## src/design/sse3e_pkg.sv

```systemverilog
package sse3e_pkg;

  localparam int unsigned MaxBytes   = 10;
  localparam int unsigned RmBytes    = 6;
  localparam int unsigned QueueDepth = 2;
  localparam logic [4:0]  CapReset   = 5'd16;

  localparam logic [3:0] OP_ADDSUBPD = 4'd0;
  localparam logic [3:0] OP_ADDSUBPS = 4'd1;
  localparam logic [3:0] OP_HADDPD   = 4'd2;
  localparam logic [3:0] OP_HADDPS   = 4'd3;
  localparam logic [3:0] OP_HSUBPD   = 4'd4;
  localparam logic [3:0] OP_HSUBPS   = 4'd5;
  localparam logic [3:0] OP_LDDQU    = 4'd6;
  localparam logic [3:0] OP_MOVDDUP  = 4'd7;
  localparam logic [3:0] OP_MOVSHDUP = 4'd8;
  localparam logic [3:0] OP_MOVSLDUP = 4'd9;
  localparam logic [3:0] OP_FISTTP   = 4'd10;
  localparam logic [3:0] OP_MONITOR  = 4'd11;
  localparam logic [3:0] OP_MWAIT    = 4'd12;

  localparam logic [1:0] KIND_REG = 2'd0;
  localparam logic [1:0] KIND_MEM = 2'd1;

  localparam logic [2:0] AM_BASE       = 3'd0;
  localparam logic [2:0] AM_BASE_INDEX = 3'd1;
  localparam logic [2:0] AM_INDEX      = 3'd2;
  localparam logic [2:0] AM_RIP        = 3'd3;
  localparam logic [2:0] AM_ABS        = 3'd4;

  localparam logic [1:0] SW_16 = 2'd0;
  localparam logic [1:0] SW_32 = 2'd1;
  localparam logic [1:0] SW_BAD = 2'd3;

  localparam logic [7:0] BYTE_REX     = 8'h40;
  localparam logic [7:0] BYTE_MODRM_R = 8'hc0;
  localparam logic [7:0] BYTE_SIB_ABS = 8'h25;
  localparam logic [7:0] BYTE_ESC     = 8'h0f;
  localparam logic [7:0] BYTE_GRP7    = 8'h01;
  localparam logic [7:0] BYTE_MONITOR = 8'hc8;
  localparam logic [7:0] BYTE_MWAIT   = 8'hc9;
  localparam logic [7:0] BYTE_FIST16  = 8'hdf;
  localparam logic [7:0] BYTE_FIST32  = 8'hdb;
  localparam logic [7:0] BYTE_FIST64  = 8'hdd;

  typedef enum logic [1:0] {
    ST_OK       = 2'd0,
    ST_OPERAND  = 2'd1,
    ST_ADDRESS  = 2'd2,
    ST_CAPACITY = 2'd3
  } status_t;

  typedef struct packed {
    logic [3:0]         operation;
    logic [1:0]         operand_count;
    logic [1:0]         dst_kind;
    logic [1:0]         src_kind;
    logic [3:0]         modrm_reg_number;
    logic [3:0]         rm_or_base_reg;
    logic [2:0]         address_mode;
    logic [3:0]         index_reg;
    logic [3:0]         scale;
    logic               has_displacement;
    logic signed [31:0] displacement;
    logic [1:0]         store_width;
  } in_item_t;

  typedef struct packed {
    logic [7:0] out_byte;
    logic       last_byte;
    logic [1:0] status;
    logic [3:0] instruction_length;
  } out_item_t;

  typedef struct packed {
    logic [MaxBytes-1:0][7:0] bytes;
    logic [3:0]               len;
    status_t                  status;
  } entry_t;

  function automatic logic [7:0] bin_prefix(input logic [3:0] op);
    logic [7:0] p;
    unique case (op)
      OP_ADDSUBPD, OP_HADDPD, OP_HSUBPD: p = 8'h66;
      OP_MOVSHDUP, OP_MOVSLDUP:          p = 8'hf3;
      default:                           p = 8'hf2;
    endcase
    return p;
  endfunction

  function automatic logic [7:0] bin_opcode(input logic [3:0] op);
    logic [7:0] o;
    unique case (op)
      OP_ADDSUBPD, OP_ADDSUBPS: o = 8'hd0;
      OP_HADDPD, OP_HADDPS:     o = 8'h7c;
      OP_HSUBPD, OP_HSUBPS:     o = 8'h7d;
      OP_LDDQU:                 o = 8'hf0;
      OP_MOVSHDUP:              o = 8'h16;
      default:                  o = 8'h12;
    endcase
    return o;
  endfunction

endpackage

```

## src/design/sse3e_if.sv

```systemverilog
interface sse3e_in_if;
  logic                 valid;
  logic                 ready;
  sse3e_pkg::in_item_t  data;
  modport source (output valid, output data, input ready);
  modport sink (input valid, input data, output ready);
endinterface

interface sse3e_out_if;
  logic                 valid;
  logic                 ready;
  sse3e_pkg::out_item_t data;
  modport source (output valid, output data, input ready);
  modport sink (input valid, input data, output ready);
endinterface

interface sse3e_cfg_if;
  logic       valid;
  logic       ready;
  logic [4:0] data;
  modport source (output valid, output data, input ready);
  modport sink (input valid, input data, output ready);
endinterface

```

## src/design/sse3_instruction_encoder.sv

```systemverilog
// Each item is written into the queue, then its first byte is registered at the emitter output.
// Throughput: one result byte per cycle from the byte emitter while the receiver
// is ready; an item gives 2 to 10 bytes, or a single byte for an error result.
// Input is taken while the queue has room, so items follow back to back.
// Reset (rst_n low, synchronous): queue and output emptied, capacity set to 16.
module sse3_instruction_encoder #(
  parameter int unsigned QUEUE_DEPTH = sse3e_pkg::QueueDepth
) (
  input  logic        clk,
  input  logic        rst_n,
  sse3e_in_if.sink    in_ch,
  sse3e_out_if.source out_ch,
  sse3e_cfg_if.sink   cfg_ch
);

  logic [4:0]        cap_r;
  sse3e_pkg::entry_t enc_entry;
  sse3e_pkg::entry_t q_head;
  logic              q_full, q_empty, q_pop, q_push;

  assign cfg_ch.ready = 1'b1;
  assign in_ch.ready  = !q_full;
  assign q_push       = in_ch.valid && !q_full;

  always_ff @(posedge clk) begin
    if (!rst_n) begin
      cap_r <= sse3e_pkg::CapReset;
    end else if (cfg_ch.valid) begin
      cap_r <= cfg_ch.data;
    end
  end

  sse3e_front u_front (
    .item  (in_ch.data),
    .cap   (cap_r),
    .entry (enc_entry)
  );

  sse3e_queue #(
    .DEPTH (QUEUE_DEPTH)
  ) u_queue (
    .clk       (clk),
    .rst_n     (rst_n),
    .push      (q_push),
    .push_data (enc_entry),
    .full      (q_full),
    .pop       (q_pop),
    .head      (q_head),
    .empty     (q_empty)
  );

  sse3e_back u_back (
    .clk    (clk),
    .rst_n  (rst_n),
    .head   (q_head),
    .empty  (q_empty),
    .pop    (q_pop),
    .out_ch (out_ch)
  );

endmodule

```

## src/design/sse3e_front.sv

```systemverilog
module sse3e_front (
  input  sse3e_pkg::in_item_t item,
  input  logic [4:0]          cap,
  output sse3e_pkg::entry_t   entry
);

  always_comb begin
    sse3e_pkg::status_t          st;
    logic [3:0][7:0]             h;
    logic [2:0]                  hlen;
    logic [sse3e_pkg::RmBytes-1:0][7:0] rm;
    logic [2:0]                  rmlen;
    logic                        rex_r, rex_x, rex_b;
    logic                        use_rm;
    logic [1:0]                  kind;
    logic [2:0]                  reg3;
    logic [31:0]                 disp;
    logic                        scale_ok;
    logic [1:0]                  sb;
    logic [1:0]                  md;
    logic                        sib_needed;
    logic [2:0]                  ib;
    logic [3:0]                  len;
    logic [3:0]                  k;
    logic [7:0]                  rex_byte;
    logic [7:0]                  fist_op;

    st         = sse3e_pkg::ST_OK;
    h          = '0;
    hlen       = 3'd0;
    rm         = '0;
    rmlen      = 3'd0;
    rex_r      = 1'b0;
    rex_x      = 1'b0;
    rex_b      = 1'b0;
    use_rm     = 1'b0;
    kind       = sse3e_pkg::KIND_REG;
    reg3       = 3'd0;
    md         = 2'd0;
    sib_needed = 1'b0;
    ib         = 3'd4;
    disp       = item.has_displacement ? item.displacement : 32'd0;
    scale_ok   = (item.scale == 4'd0) || (item.scale == 4'd1) || (item.scale == 4'd2) ||
                 (item.scale == 4'd4) || (item.scale == 4'd8);
    sb         = (item.scale == 4'd8) ? 2'd3 : (item.scale == 4'd4) ? 2'd2 :
                 (item.scale == 4'd2) ? 2'd1 : 2'd0;

    priority if (item.operation <= sse3e_pkg::OP_MOVSLDUP) begin
      if (item.operand_count != 2'd2 || item.dst_kind != sse3e_pkg::KIND_REG) begin
        st = sse3e_pkg::ST_OPERAND;
      end else begin
        use_rm = 1'b1;
        kind   = item.src_kind;
        reg3   = item.modrm_reg_number[2:0];
        rex_r  = item.modrm_reg_number[3];
      end
    end else if (item.operation == sse3e_pkg::OP_FISTTP) begin
      if (item.operand_count != 2'd1 || item.dst_kind != sse3e_pkg::KIND_MEM ||
          item.store_width == sse3e_pkg::SW_BAD) begin
        st = sse3e_pkg::ST_OPERAND;
      end else begin
        use_rm = 1'b1;
        kind   = sse3e_pkg::KIND_MEM;
        reg3   = 3'd1;
      end
    end else if (item.operation == sse3e_pkg::OP_MONITOR ||
                 item.operation == sse3e_pkg::OP_MWAIT) begin
      if (item.operand_count != 2'd0) begin
        st = sse3e_pkg::ST_OPERAND;
      end else begin
        h[0] = sse3e_pkg::BYTE_ESC;
        h[1] = sse3e_pkg::BYTE_GRP7;
        h[2] = (item.operation == sse3e_pkg::OP_MONITOR) ? sse3e_pkg::BYTE_MONITOR :
                                                            sse3e_pkg::BYTE_MWAIT;
        hlen = 3'd3;
      end
    end else begin
      st = sse3e_pkg::ST_OPERAND;
    end

    if (use_rm) begin
      priority if (kind == sse3e_pkg::KIND_REG) begin
        rm[0] = sse3e_pkg::BYTE_MODRM_R | {2'b00, reg3, item.rm_or_base_reg[2:0]};
        rmlen = 3'd1;
        rex_b = item.rm_or_base_reg[3];
      end else if (kind != sse3e_pkg::KIND_MEM) begin
        st = sse3e_pkg::ST_OPERAND;
      end else if (!scale_ok) begin
        st = sse3e_pkg::ST_ADDRESS;
      end else begin
        unique case (item.address_mode)
          sse3e_pkg::AM_RIP: begin
            rm[0]   = {2'b00, reg3, 3'd5};
            rm[4:1] = disp;
            rmlen   = 3'd5;
          end
          sse3e_pkg::AM_ABS: begin
            rm[0]   = {2'b00, reg3, 3'd4};
            rm[1]   = sse3e_pkg::BYTE_SIB_ABS;
            rm[5:2] = disp;
            rmlen   = 3'd6;
          end
          sse3e_pkg::AM_INDEX: begin
            rex_x   = item.index_reg[3];
            rm[0]   = {2'b00, reg3, 3'd4};
            rm[1]   = {sb, item.index_reg[2:0], 3'd5};
            rm[5:2] = disp;
            rmlen   = 3'd6;
          end
          sse3e_pkg::AM_BASE, sse3e_pkg::AM_BASE_INDEX: begin
            priority if (!item.has_displacement && item.rm_or_base_reg[2:0] != 3'd5) begin
              md = 2'd0;
            end else if (item.has_displacement &&
                         (disp[31:7] == '0 || disp[31:7] == '1)) begin
              md = 2'd1;
            end else begin
              md = 2'd2;
            end
            rex_b = item.rm_or_base_reg[3];
            sib_needed = (item.address_mode == sse3e_pkg::AM_BASE_INDEX) ||
                         (item.rm_or_base_reg[2:0] == 3'd4);
            if (item.address_mode == sse3e_pkg::AM_BASE_INDEX) begin
              ib    = item.index_reg[2:0];
              rex_x = item.index_reg[3];
            end
            if (sib_needed) begin
              rm[0]   = {md, reg3, 3'd4};
              rm[1]   = {sb, ib, item.rm_or_base_reg[2:0]};
              rm[5:2] = disp;
            end else begin
              rm[0]   = {md, reg3, item.rm_or_base_reg[2:0]};
              rm[4:1] = disp;
            end
            rmlen = 3'd1 + {2'b00, sib_needed} +
                    ((md == 2'd1) ? 3'd1 : (md == 2'd2) ? 3'd4 : 3'd0);
          end
          default: st = sse3e_pkg::ST_ADDRESS;
        endcase
      end

      rex_byte = sse3e_pkg::BYTE_REX | {5'b00000, rex_r, rex_x, rex_b};
      fist_op  = (item.store_width == sse3e_pkg::SW_16) ? sse3e_pkg::BYTE_FIST16 :
                 (item.store_width == sse3e_pkg::SW_32) ? sse3e_pkg::BYTE_FIST32 :
                                                          sse3e_pkg::BYTE_FIST64;
      if (item.operation == sse3e_pkg::OP_FISTTP) begin
        if (rex_r || rex_x || rex_b) begin
          h[0] = rex_byte;
          h[1] = fist_op;
          hlen = 3'd2;
        end else begin
          h[0] = fist_op;
          hlen = 3'd1;
        end
      end else begin
        h[0] = sse3e_pkg::bin_prefix(item.operation);
        if (rex_r || rex_x || rex_b) begin
          h[1] = rex_byte;
          h[2] = sse3e_pkg::BYTE_ESC;
          h[3] = sse3e_pkg::bin_opcode(item.operation);
          hlen = 3'd4;
        end else begin
          h[1] = sse3e_pkg::BYTE_ESC;
          h[2] = sse3e_pkg::bin_opcode(item.operation);
          hlen = 3'd3;
        end
      end
    end else begin
      rex_byte = '0;
      fist_op  = '0;
    end

    len = {1'b0, hlen} + {1'b0, rmlen};
    if (st == sse3e_pkg::ST_OK && {1'b0, len} > cap) begin
      st = sse3e_pkg::ST_CAPACITY;
    end

    for (int i = 0; i < sse3e_pkg::MaxBytes; i++) begin
      k = 4'(i) - {1'b0, hlen};
      if (4'(i) < {1'b0, hlen}) begin
        entry.bytes[i] = h[2'(i)];
      end else if (k < 4'(sse3e_pkg::RmBytes)) begin
        entry.bytes[i] = rm[k[2:0]];
      end else begin
        entry.bytes[i] = '0;
      end
    end
    entry.len    = len;
    entry.status = st;
  end

endmodule

```

## src/design/sse3e_queue.sv

```systemverilog
module sse3e_queue #(
  parameter int unsigned DEPTH = sse3e_pkg::QueueDepth
) (
  input  logic              clk,
  input  logic              rst_n,
  input  logic              push,
  input  sse3e_pkg::entry_t push_data,
  output logic              full,
  input  logic              pop,
  output sse3e_pkg::entry_t head,
  output logic              empty
);

  localparam int unsigned PtrW = (DEPTH > 1) ? $clog2(DEPTH) : 1;
  localparam int unsigned CntW = $clog2(DEPTH + 1);

  sse3e_pkg::entry_t slot_r [DEPTH];
  logic [PtrW-1:0]   wr_ptr_r, rd_ptr_r;
  logic [CntW-1:0]   count_r;

  assign full  = (count_r == CntW'(DEPTH));
  assign empty = (count_r == '0);
  assign head  = slot_r[rd_ptr_r];

  always_ff @(posedge clk) begin
    if (push) begin
      slot_r[wr_ptr_r] <= push_data;
    end
  end

  always_ff @(posedge clk) begin
    if (!rst_n) begin
      wr_ptr_r <= '0;
      rd_ptr_r <= '0;
      count_r  <= '0;
    end else begin
      if (push) begin
        wr_ptr_r <= (wr_ptr_r == PtrW'(DEPTH - 1)) ? '0 : wr_ptr_r + 1'b1;
      end
      if (pop) begin
        rd_ptr_r <= (rd_ptr_r == PtrW'(DEPTH - 1)) ? '0 : rd_ptr_r + 1'b1;
      end
      if (push && !pop) begin
        count_r <= count_r + 1'b1;
      end else if (pop && !push) begin
        count_r <= count_r - 1'b1;
      end
    end
  end

endmodule

```

## src/design/sse3e_back.sv

```systemverilog
module sse3e_back (
  input  logic              clk,
  input  logic              rst_n,
  input  sse3e_pkg::entry_t head,
  input  logic              empty,
  output logic              pop,
  sse3e_out_if.source       out_ch
);

  logic                 out_valid_r;
  sse3e_pkg::out_item_t out_data_r;
  logic [3:0]           idx_r;
  logic                 take, fire, is_err, last;

  assign take   = !out_valid_r || out_ch.ready;
  assign fire   = take && !empty;
  assign is_err = (head.status != sse3e_pkg::ST_OK);
  assign last   = is_err || (idx_r == head.len - 4'd1);
  assign pop    = fire && last;

  assign out_ch.valid = out_valid_r;
  assign out_ch.data  = out_data_r;

  always_ff @(posedge clk) begin
    if (fire) begin
      out_data_r.out_byte           <= is_err ? 8'd0 : head.bytes[idx_r];
      out_data_r.last_byte          <= last;
      out_data_r.status             <= head.status;
      out_data_r.instruction_length <= is_err ? 4'd0 : head.len;
    end
  end

  always_ff @(posedge clk) begin
    if (!rst_n) begin
      out_valid_r <= 1'b0;
      idx_r       <= '0;
    end else begin
      if (take) begin
        out_valid_r <= !empty;
      end
      if (fire) begin
        idx_r <= last ? 4'd0 : idx_r + 4'd1;
      end
    end
  end

endmodule

```

## src/flat_wrapper.sv

```systemverilog
// flat-port wrapper written by rule: the top's interface ports become plain ports
module sse3_instruction_encoder_flat 
#(
  parameter int unsigned QUEUE_DEPTH = sse3e_pkg::QueueDepth
)
  (clk, rst_n, in_ch_valid, in_ch_data, in_ch_ready, out_ch_valid, out_ch_data, out_ch_ready, cfg_ch_valid, cfg_ch_data, cfg_ch_ready);
  sse3e_in_if in_ch_i ();
  sse3e_out_if out_ch_i ();
  sse3e_cfg_if cfg_ch_i ();
  input  logic clk;
  input  logic rst_n;
  input wire logic [$bits(in_ch_i.valid)-1:0] in_ch_valid;
  input wire logic [$bits(in_ch_i.data)-1:0] in_ch_data;
  output wire logic [$bits(in_ch_i.ready)-1:0] in_ch_ready;
  output wire logic [$bits(out_ch_i.valid)-1:0] out_ch_valid;
  output wire logic [$bits(out_ch_i.data)-1:0] out_ch_data;
  input wire logic [$bits(out_ch_i.ready)-1:0] out_ch_ready;
  input wire logic [$bits(cfg_ch_i.valid)-1:0] cfg_ch_valid;
  input wire logic [$bits(cfg_ch_i.data)-1:0] cfg_ch_data;
  output wire logic [$bits(cfg_ch_i.ready)-1:0] cfg_ch_ready;
  assign in_ch_i.valid = in_ch_valid;
  assign in_ch_i.data = in_ch_data;
  assign in_ch_ready = in_ch_i.ready;
  assign out_ch_valid = out_ch_i.valid;
  assign out_ch_data = out_ch_i.data;
  assign out_ch_i.ready = out_ch_ready;
  assign cfg_ch_i.valid = cfg_ch_valid;
  assign cfg_ch_i.data = cfg_ch_data;
  assign cfg_ch_ready = cfg_ch_i.ready;
  sse3_instruction_encoder #(.QUEUE_DEPTH(QUEUE_DEPTH)) u_core (.clk(clk), .rst_n(rst_n), .in_ch(in_ch_i), .out_ch(out_ch_i), .cfg_ch(cfg_ch_i));
endmodule
```

## config.mk

```make
export PLATFORM = sky130hd
export DESIGN_NAME = sse3_instruction_encoder_flat
export DESIGN_NICKNAME = d
export VERILOG_FILES = /design/src/design/sse3e_pkg.sv /design/src/design/sse3e_if.sv /design/src/design/sse3_instruction_encoder.sv /design/src/design/sse3e_front.sv /design/src/design/sse3e_queue.sv /design/src/design/sse3e_back.sv /design/src/flat_wrapper.sv
export SDC_FILE = /design/constraint.sdc
export NUM_CORES = 1
export LEC_CHECK = 0
export BUFFER_PORTS_ARGS = -buffer_cell sky130_fd_sc_hd__buf_4
export CORE_ASPECT_RATIO = 0.8
export CORE_MARGIN = 1.5
export CORE_UTILIZATION = 60
export DETAILED_ROUTE_END_ITERATION = 16
export PLACE_DENSITY = 0.86
export SYNTH_ARGS = -nofsm -noshare
export SYNTH_HDL_FRONTEND = slang
export SYNTH_HIERARCHICAL = 1
export SYNTH_SLANG_ARGS = --single-unit
```

## constraint.sdc

```tcl
create_clock -name clk -period 6.8 [get_ports clk]
set_input_delay 1.02 -clock clk [delete_from_list [all_inputs] [get_ports clk]]
set_output_delay 1.02 -clock clk [all_outputs]
set_load 0.02 [all_outputs]
```

==> metrics, run 1 <==
Setup Buffers After CTS=0; chip height=132.4 µm; Die W=164.7 µm; worst min-delay path startpoint=u_core/cap_r[4]; leak pwr=5.043 nW; CTS tree=built; Slew headroom=0.3118; number of enable flip-flop cells after synthesis=187; CP max FO=33; utilization after layout=0.6792; first-pass GRT wire length=54.43 mm; crit share post-route=0.7815; Die ar.=21810 µm²; post-route DRC violation count=0; initial core utilization=0.6100; Worst-Skew Late Latency=0.50 ns; worst reg2reg path depth=11; drt total wl=36.89 mm; Worst setup SP type=input port; Synth Instances=1128; placed cells=1433; most frequent cells in the layout=187 x edfxtp_1, 107 x buf_4, 90 x nand2_1, 71 x nor2_1, 64 x a21oi_1; met3 wire length=4.034 mm; Power Total=0.003814 W; buffers added on ports=90; DP HPWL=26.47 mm; Synthesized Nets=1225; number of fillers in the final layout=1537; Switching Fraction=0.2811; H-tree levels=1; final-stage net count=1284; Non-Filler Instances=1471; hold endpoint=u_core/cap_r[4]; Seq/Total Area, Yosys=0.4712; synth warn=6; Fmax achieved=188.2 MHz; commonest non-fill, non-tap cell in the layout=edfxtp_1; worst r2r dst=u_core/u_queue/count_r[1]; DR top layer=met4; GPL Wtd Cong=1.042; Cell Area, Synth=12550 µm²; Longest Clk Path Bufs=3; area growth from synthesis to layout=11.35%; via count=10110; Row Count=47; CTS clk-pin slew, worst paths=0.06 ns; crit path time final=5.314 ns; Top Ports=92; Fin Setup TNS=0 ns; grt total ovfl=0; final setup vio count=0; post-synth cell types=83; Slew @ Worst Pin=1.024 ns; WL met2=15.93 mm; Pint=0.002742 W; vias per inst=6.870; Wirelength per Cell=25.08 µm; Cell Pwr Density=272.8 nW/µm²; max-slew violations=0; Gate power share=0.252; GRT Util Overall=0.3345; Initial DRC Count=1383; unrepaired setup endpoints after global routing=no; initial antenna violation count=1; Max Cap Viol=0; result of the run=finished, final reports clean; Peak VDD IR=0.2383 mV; TritonCTS buffer count=21; ys flop type=edfxtp_1; Hold Crit Class=reg -> reg; setup slack, reg-to-reg=3.32 ns; sequential power share=0.438; number of global-route vias before repair=9262; Avg Cell Area, Syn=11.13 µm²; Crit. End Element=flop; Sw Pwr=0.001072 W; core outline area=20580 µm²; design area=13980 µm²; Initial DRT Pass Iterations=7; critical path data arrival time=5.66 ns; number of gates resized after cts=0; Synth async-reset ratio=0; Clock Power Share=0.310; largest net degree at the start of global routing=60; Seq cells post-synth=202; wl on met1=15.54 mm; CTS root buf=clkbuf_16; Crit Path Class=in -> reg; Clock Skew=0.01593 ns; CTS Sinks=202; share of layout cells above drive strength 1=0.2138; ANT nets after route=0; DP Area=13270 µm²; ANT cells=0; Critical Path RT=7.15 ns; Fin. Hold Viols=0; Hold Crit Depth=2; # hold bufs at CTS=0
[Yosys cell counts (15+ instances only)]
| master | count | area, µm² |
|---|---|---|
| o21ai_0 | 37 | 185.2 |
| a22oi_1 | 40 | 300.3 |
| mux2i_1 | 59 | 590.6 |
| edfxtp_1 | 187 | 5615 |
| ha_1 | 22 | 275.3 |
| mux2_2 | 58 | 653.1 |
| a21oi_1 | 64 | 320.3 |
| nor3_1 | 20 | 100.1 |
| clkbuf_1 | 36 | 135.1 |
| nor2b_1 | 15 | 93.84 |
| nand2_1 | 90 | 337.8 |
| nor2_1 | 71 | 266.5 |
| o22ai_1 | 25 | 156.4 |
| inv_1 | 29 | 108.9 |
| nand3_1 | 35 | 175.2 |
| mux2_4 | 40 | 600.6 |
| dfxtp_1 | 15 | 300.3 |
[metrics by stage]
stage,hold WS (ns),setup WS (ns)
after detailed placement,0.4870,1.170
after global placement,0.4729,1.236
after global routing,0.5404,1.294
after floorplan,0.4411,1.167
final,0.4955,1.486
after CTS,0.5028,1.662
[power by group through the flow]
stage,Combinational [W],Sequential (W),Clock [W]
6_report,0.000961,0.00167,0.00118
5_1_grt,0.00102,0.00169,0.00123
4_1_cts,0.000953,0.00167,0.00119
3_5_place_dp,0.000940,0.00170,0
3_3_place_gp,0.000928,0.00168,0
2_1_floorplan,0.000674,0.00171,0
[final cells by class]
type,count,area (µm²),share of cell area
timing repair buffer,107,803.3,0.05746
multi-input combinational,822,6081,0.4350
clock buffer,23,533.0,0.03813
sequential,202,5921,0.4235
clock inverter,15,181.4,0.01298
inverter,33,123.9,0.008861
tap,269,336.6,0.02408
[per-layer routing]
layer,GRT usage,up-vias
li1,-,4501
met4,0.1151,0
met5,0,-
met1,0.4929,4846
met3,0.06669,82
met2,0.4928,677
[logic make-up after synthesis]
logic type | Yosys count | share of synthesized area
xor gates and xnor gates | 15 | 0.01156
and+or+nand+nor | 304 | 0.1187
buffers and inverters | 104 | 0.04524
DFF | 202 | 0.4712
adders and majority gates | 23 | 0.02352
other | 1 | 0.0002987
AOI/OAI and AO/OA | 316 | 0.1772
muxes | 163 | 0.1523
[worst max-delay path by stage]
stage / from / to / slack, ns
after floorplan: in_ch_valid / u_core/u_queue/slot_r[0][0] / 1.17
after global placement: in_ch_data[58] / u_core/u_queue/slot_r[0][49] / 1.24
after detailed placement: in_ch_data[58] / u_core/u_queue/slot_r[1][19] / 1.17
after CTS: in_ch_data[58] / u_core/u_queue/slot_r[0][49] / 1.66
after global routing: in_ch_data[58] / u_core/u_queue/slot_r[0][49] / 1.29
final: in_ch_data[58] / u_core/u_queue/slot_r[1][49] / 1.49
[state kept, by name, summed over array words and instances (netlist names), named ones only]
register	count
u_core/u_queue/slot_r	172
u_core/u_queue/rd_ptr_r	1
u_core/u_queue/wr_ptr_r	1
u_core/u_back/out_ch.valid	1
u_core/u_queue/count_r	2
u_core/u_back/out_ch.data	15
u_core/cap_r	5
u_core/u_back/idx_r	4
[worst max-delay path, cell delays in order]
cell and delay (ns):
buf_4 0.13, or4b_4 0.55, or3_4 0.41, a32oi_4 0.36, nand3_1 0.25, ha_1 0.33
o21ai_0 0.23, nand2_1 0.33, buf_4 0.33, ha_1 0.66, nand2_1 0.14, nor3_1 0.50
and2_1 0.24, a221o_1 0.17
(Power assumes the default switching activity.)
==> inputs of run 2 (changes only) <==
--- a/config.mk
+++ b/config.mk
@@ -8,9 +8,9 @@
 export BUFFER_PORTS_ARGS = -buffer_cell sky130_fd_sc_hd__buf_4
 export CORE_ASPECT_RATIO = 0.8
 export CORE_MARGIN = 1.5
-export CORE_UTILIZATION = 60
+export CORE_UTILIZATION = 55
 export DETAILED_ROUTE_END_ITERATION = 16
-export PLACE_DENSITY = 0.86
+export PLACE_DENSITY = 0.84
 export SYNTH_ARGS = -nofsm -noshare
 export SYNTH_HDL_FRONTEND = slang
 export SYNTH_HIERARCHICAL = 1
==> constraint.sdc (replaced) <==
create_clock -name clk -period 4.5 [get_ports clk]
set_input_delay 0.675 -clock clk [delete_from_list [all_inputs] [get_ports clk]]
set_output_delay 0.675 -clock clk [all_outputs]
set_load 0.02 [all_outputs]
==> run 2 against run 1 <==
Sequential cell count did not move; via count is 3.6% higher; final cell count rose by 6.3%; sequential power rose by 50%.
==> metrics, run 2 (synthesis gave the netlist of run 1 again) <==
share of layout cells above drive strength 1=0.2482 (+0.03440); grt met3 use=0.05325 (-0.01344); TritonCTS buffer count=22 (+4.8%); Pint=0.004047 W (+48%); drt total wl=38.50 mm (+4.4%); Crit. End Element=flop; Top Ports=92 (unchanged); Slew @ Worst Pin=1.050 ns (+0.02667 ns); via count=10470 (+3.6%); Longest Clk Path Bufs=3 (unchanged); Clock Skew=0.005785 ns (-0.01015 ns); final setup vio count=0 (unchanged); result of the run=finished, final reports clean; core outline area=22440 µm² (+9.0%); Largest Register=u_core/u_queue/slot_r; largest net degree at the start of global routing=88 (+47%); Wirelength per Cell=24.63 µm (-1.8%); Cell Pwr Density=392.2 nW/µm² (+44%); crit path time final=4.069 ns; Fmax achieved=245.8 MHz; crit share post-route=0.9042; Die W=171.9 µm (+4.4%); most frequent cells in the layout=187 x edfxtp_1, 160 x buf_4, 89 x nand2_1, 71 x nor2_1, 64 x a21oi_1; GPL Wtd Cong=1.047 (+0.44%); Gate power share=0.262 (+0.010); DP HPWL=28.56 mm (+7.9%); GRT Util Overall=0.3217 (-0.01281); Critical Path RT=4.72 ns (-2.43 ns); initial core utilization=0.5595 (-0.05047); Worst setup SP type=input port; vias per inst=6.699 (-2.5%); Initial DRT Pass Iterations=6 (-1); max reg flops=172 (unchanged); Worst-Skew Late Latency=0.51 ns (about the same); Sw Pwr=0.001616 W (+51%); DP Area=13780 µm² (+3.9%); Clock Power Share=0.297 (-0.013); Fin. Hold Viols=0 (unchanged); critical path data arrival time=4.29 ns (-1.37 ns); Fin Setup TNS=0 ns (unchanged); met1 Use GR=0.4853 (-0.007647); Row Count=49 (+4.3%); CTS root buf=clkbuf_16; area growth from synthesis to layout=15.02%; Max Cap Viol=0 (unchanged); design area=14440 µm² (+3.3%); first-pass GRT wire length=57.70 mm (+6.0%); Peak VDD IR=0.2576 mV (+8.1%); # hold bufs at CTS=0 (unchanged); buffers added on ports=90 (unchanged); chip height=138.1 µm (+4.3%); Crit Path Class=in -> reg; Hold Crit Class=in -> reg; grt total ovfl=0 (unchanged); final-stage net count=1340 (+4.4%); CP max FO=6 (-82%); initial antenna violation count=1 (unchanged); GRT Max-Usage Layer=met1; met2 Use GR=0.4724 (-0.02035); CTS clk-pin slew, worst paths=0.06 ns (about the same); H-tree levels=1 (unchanged); max-slew violations=0 (unchanged); ANT nets after route=0 (unchanged); leak pwr=5.306 nW (+5.2%); unrepaired setup endpoints after global routing=no; commonest non-fill, non-tap cell in the layout=edfxtp_1; CTS Sinks=202 (unchanged); post-route DRC violation count=0 (unchanged); Initial DRC Count=1477 (+6.8%); Setup Buffers After CTS=0 (unchanged); CTS tree=built; ANT cells=0 (unchanged); number of global-route vias before repair=9705 (+4.8%); sequential power share=0.441 (+0.003); Die ar.=23750 µm² (+8.9%); Switching Fraction=0.2854 (+0.004274); number of gates resized after cts=0 (unchanged); Slew headroom=0.2934 (-0.01841)
==> run 2: cell count changes in the layout (fill, tap and decap cells not counted), moves of 2 or more <==
cell,change
clkinv_2,-2
buf_4,+53
buf_12,+2
clkinv_1,-2
inv_6,-2
clkbuf_1,+7
bufinv_16,-3
o21ai_0,-2
==> run 2: path summary, 6_finish.rpt <==
| kind | end | slack (ns) | from | cells past startpoint |
|---|---|---|---|---|
| worst min-delay path | u_core/cap_r[4] | 0.39 | cfg_ch_data[4] | 3 |
| worst min register to register | u_core/cap_r[4] | 0.50 | u_core/cap_r[4] | 2 |
| worst max register to register | u_core/u_queue/count_r[1] | 1.28 | flop | 11 |
| worst max-delay path | u_core/u_queue/slot_r[0][0] | 0.43 | in_ch_data[58] | 15 |
==> run 2: through the flow <==
step | total power, W | utilization | setup WS, ns | hold WS (ns) | std cells
floorplan | 0.003595 | - | -0.004992 | 0.4411 | 1128
global placement | 0.003953 | 0.6141 | 0.03550 | 0.4693 | 1525
detailed placement | 0.004005 | 0.6141 | -0.02349 | 0.4881 | 1525
CTS | 0.005673 | 0.6435 | 0.4734 | 0.3871 | 1563
global route | 0.005864 | 0.6435 | 0.2972 | 0.4399 | 1563
finish | 0.005664 | 0.6435 | 0.4309 | 0.3941 | 1563
==> run 2: routing by layer <==
layer  vias to the layer above  share of wire
li1                       4611              -
met1                      5009           0.42
met2                       749           0.43
met3                       101           0.11
met4                         0          0.040
met5                         -              0
==> run 2: worst max-delay path, cell delays in order <==
cell and delay, ns:
buf_4 0.13, or4b_4 0.55, or3_4 0.40, a32oi_4 0.21
nand3_2 0.14, ha_4 0.30, o21ai_2 0.06, nand2_2 0.24
fa_1 0.52, ha_1 0.32, nor2b_1 0.14, o21a_1 0.16
o21a_1 0.16, o21ai_1 0.17, o22ai_1 0.13
==> run 2: layout make-up <==
cell class | instances | area (µm²)
Clock buffer | 31 | 584.3
Timing Repair Buffer | 162 | 1241
Clock inverter | 7 | 76.32
Fill cell | 1777 | 7999
Multi-Input combinational cell | 822 | 6111
Inverter | 33 | 123.9
Sequential cell | 202 | 5921
Tap cell | 306 | 382.9
==> run 2: power groups by stage <==
| stage | registers [W] | logic [W] | clock network, W |
|---|---|---|---|
| after global routing | 0.00252 | 0.00158 | 0.00176 |
| after floorplan | 0.00257 | 0.00102 | 0 |
| final | 0.00250 | 0.00149 | 0.00168 |
| after CTS | 0.00250 | 0.00148 | 0.00169 |
| after detailed placement | 0.00254 | 0.00147 | 0 |
| after global placement | 0.00251 | 0.00144 | 0 |
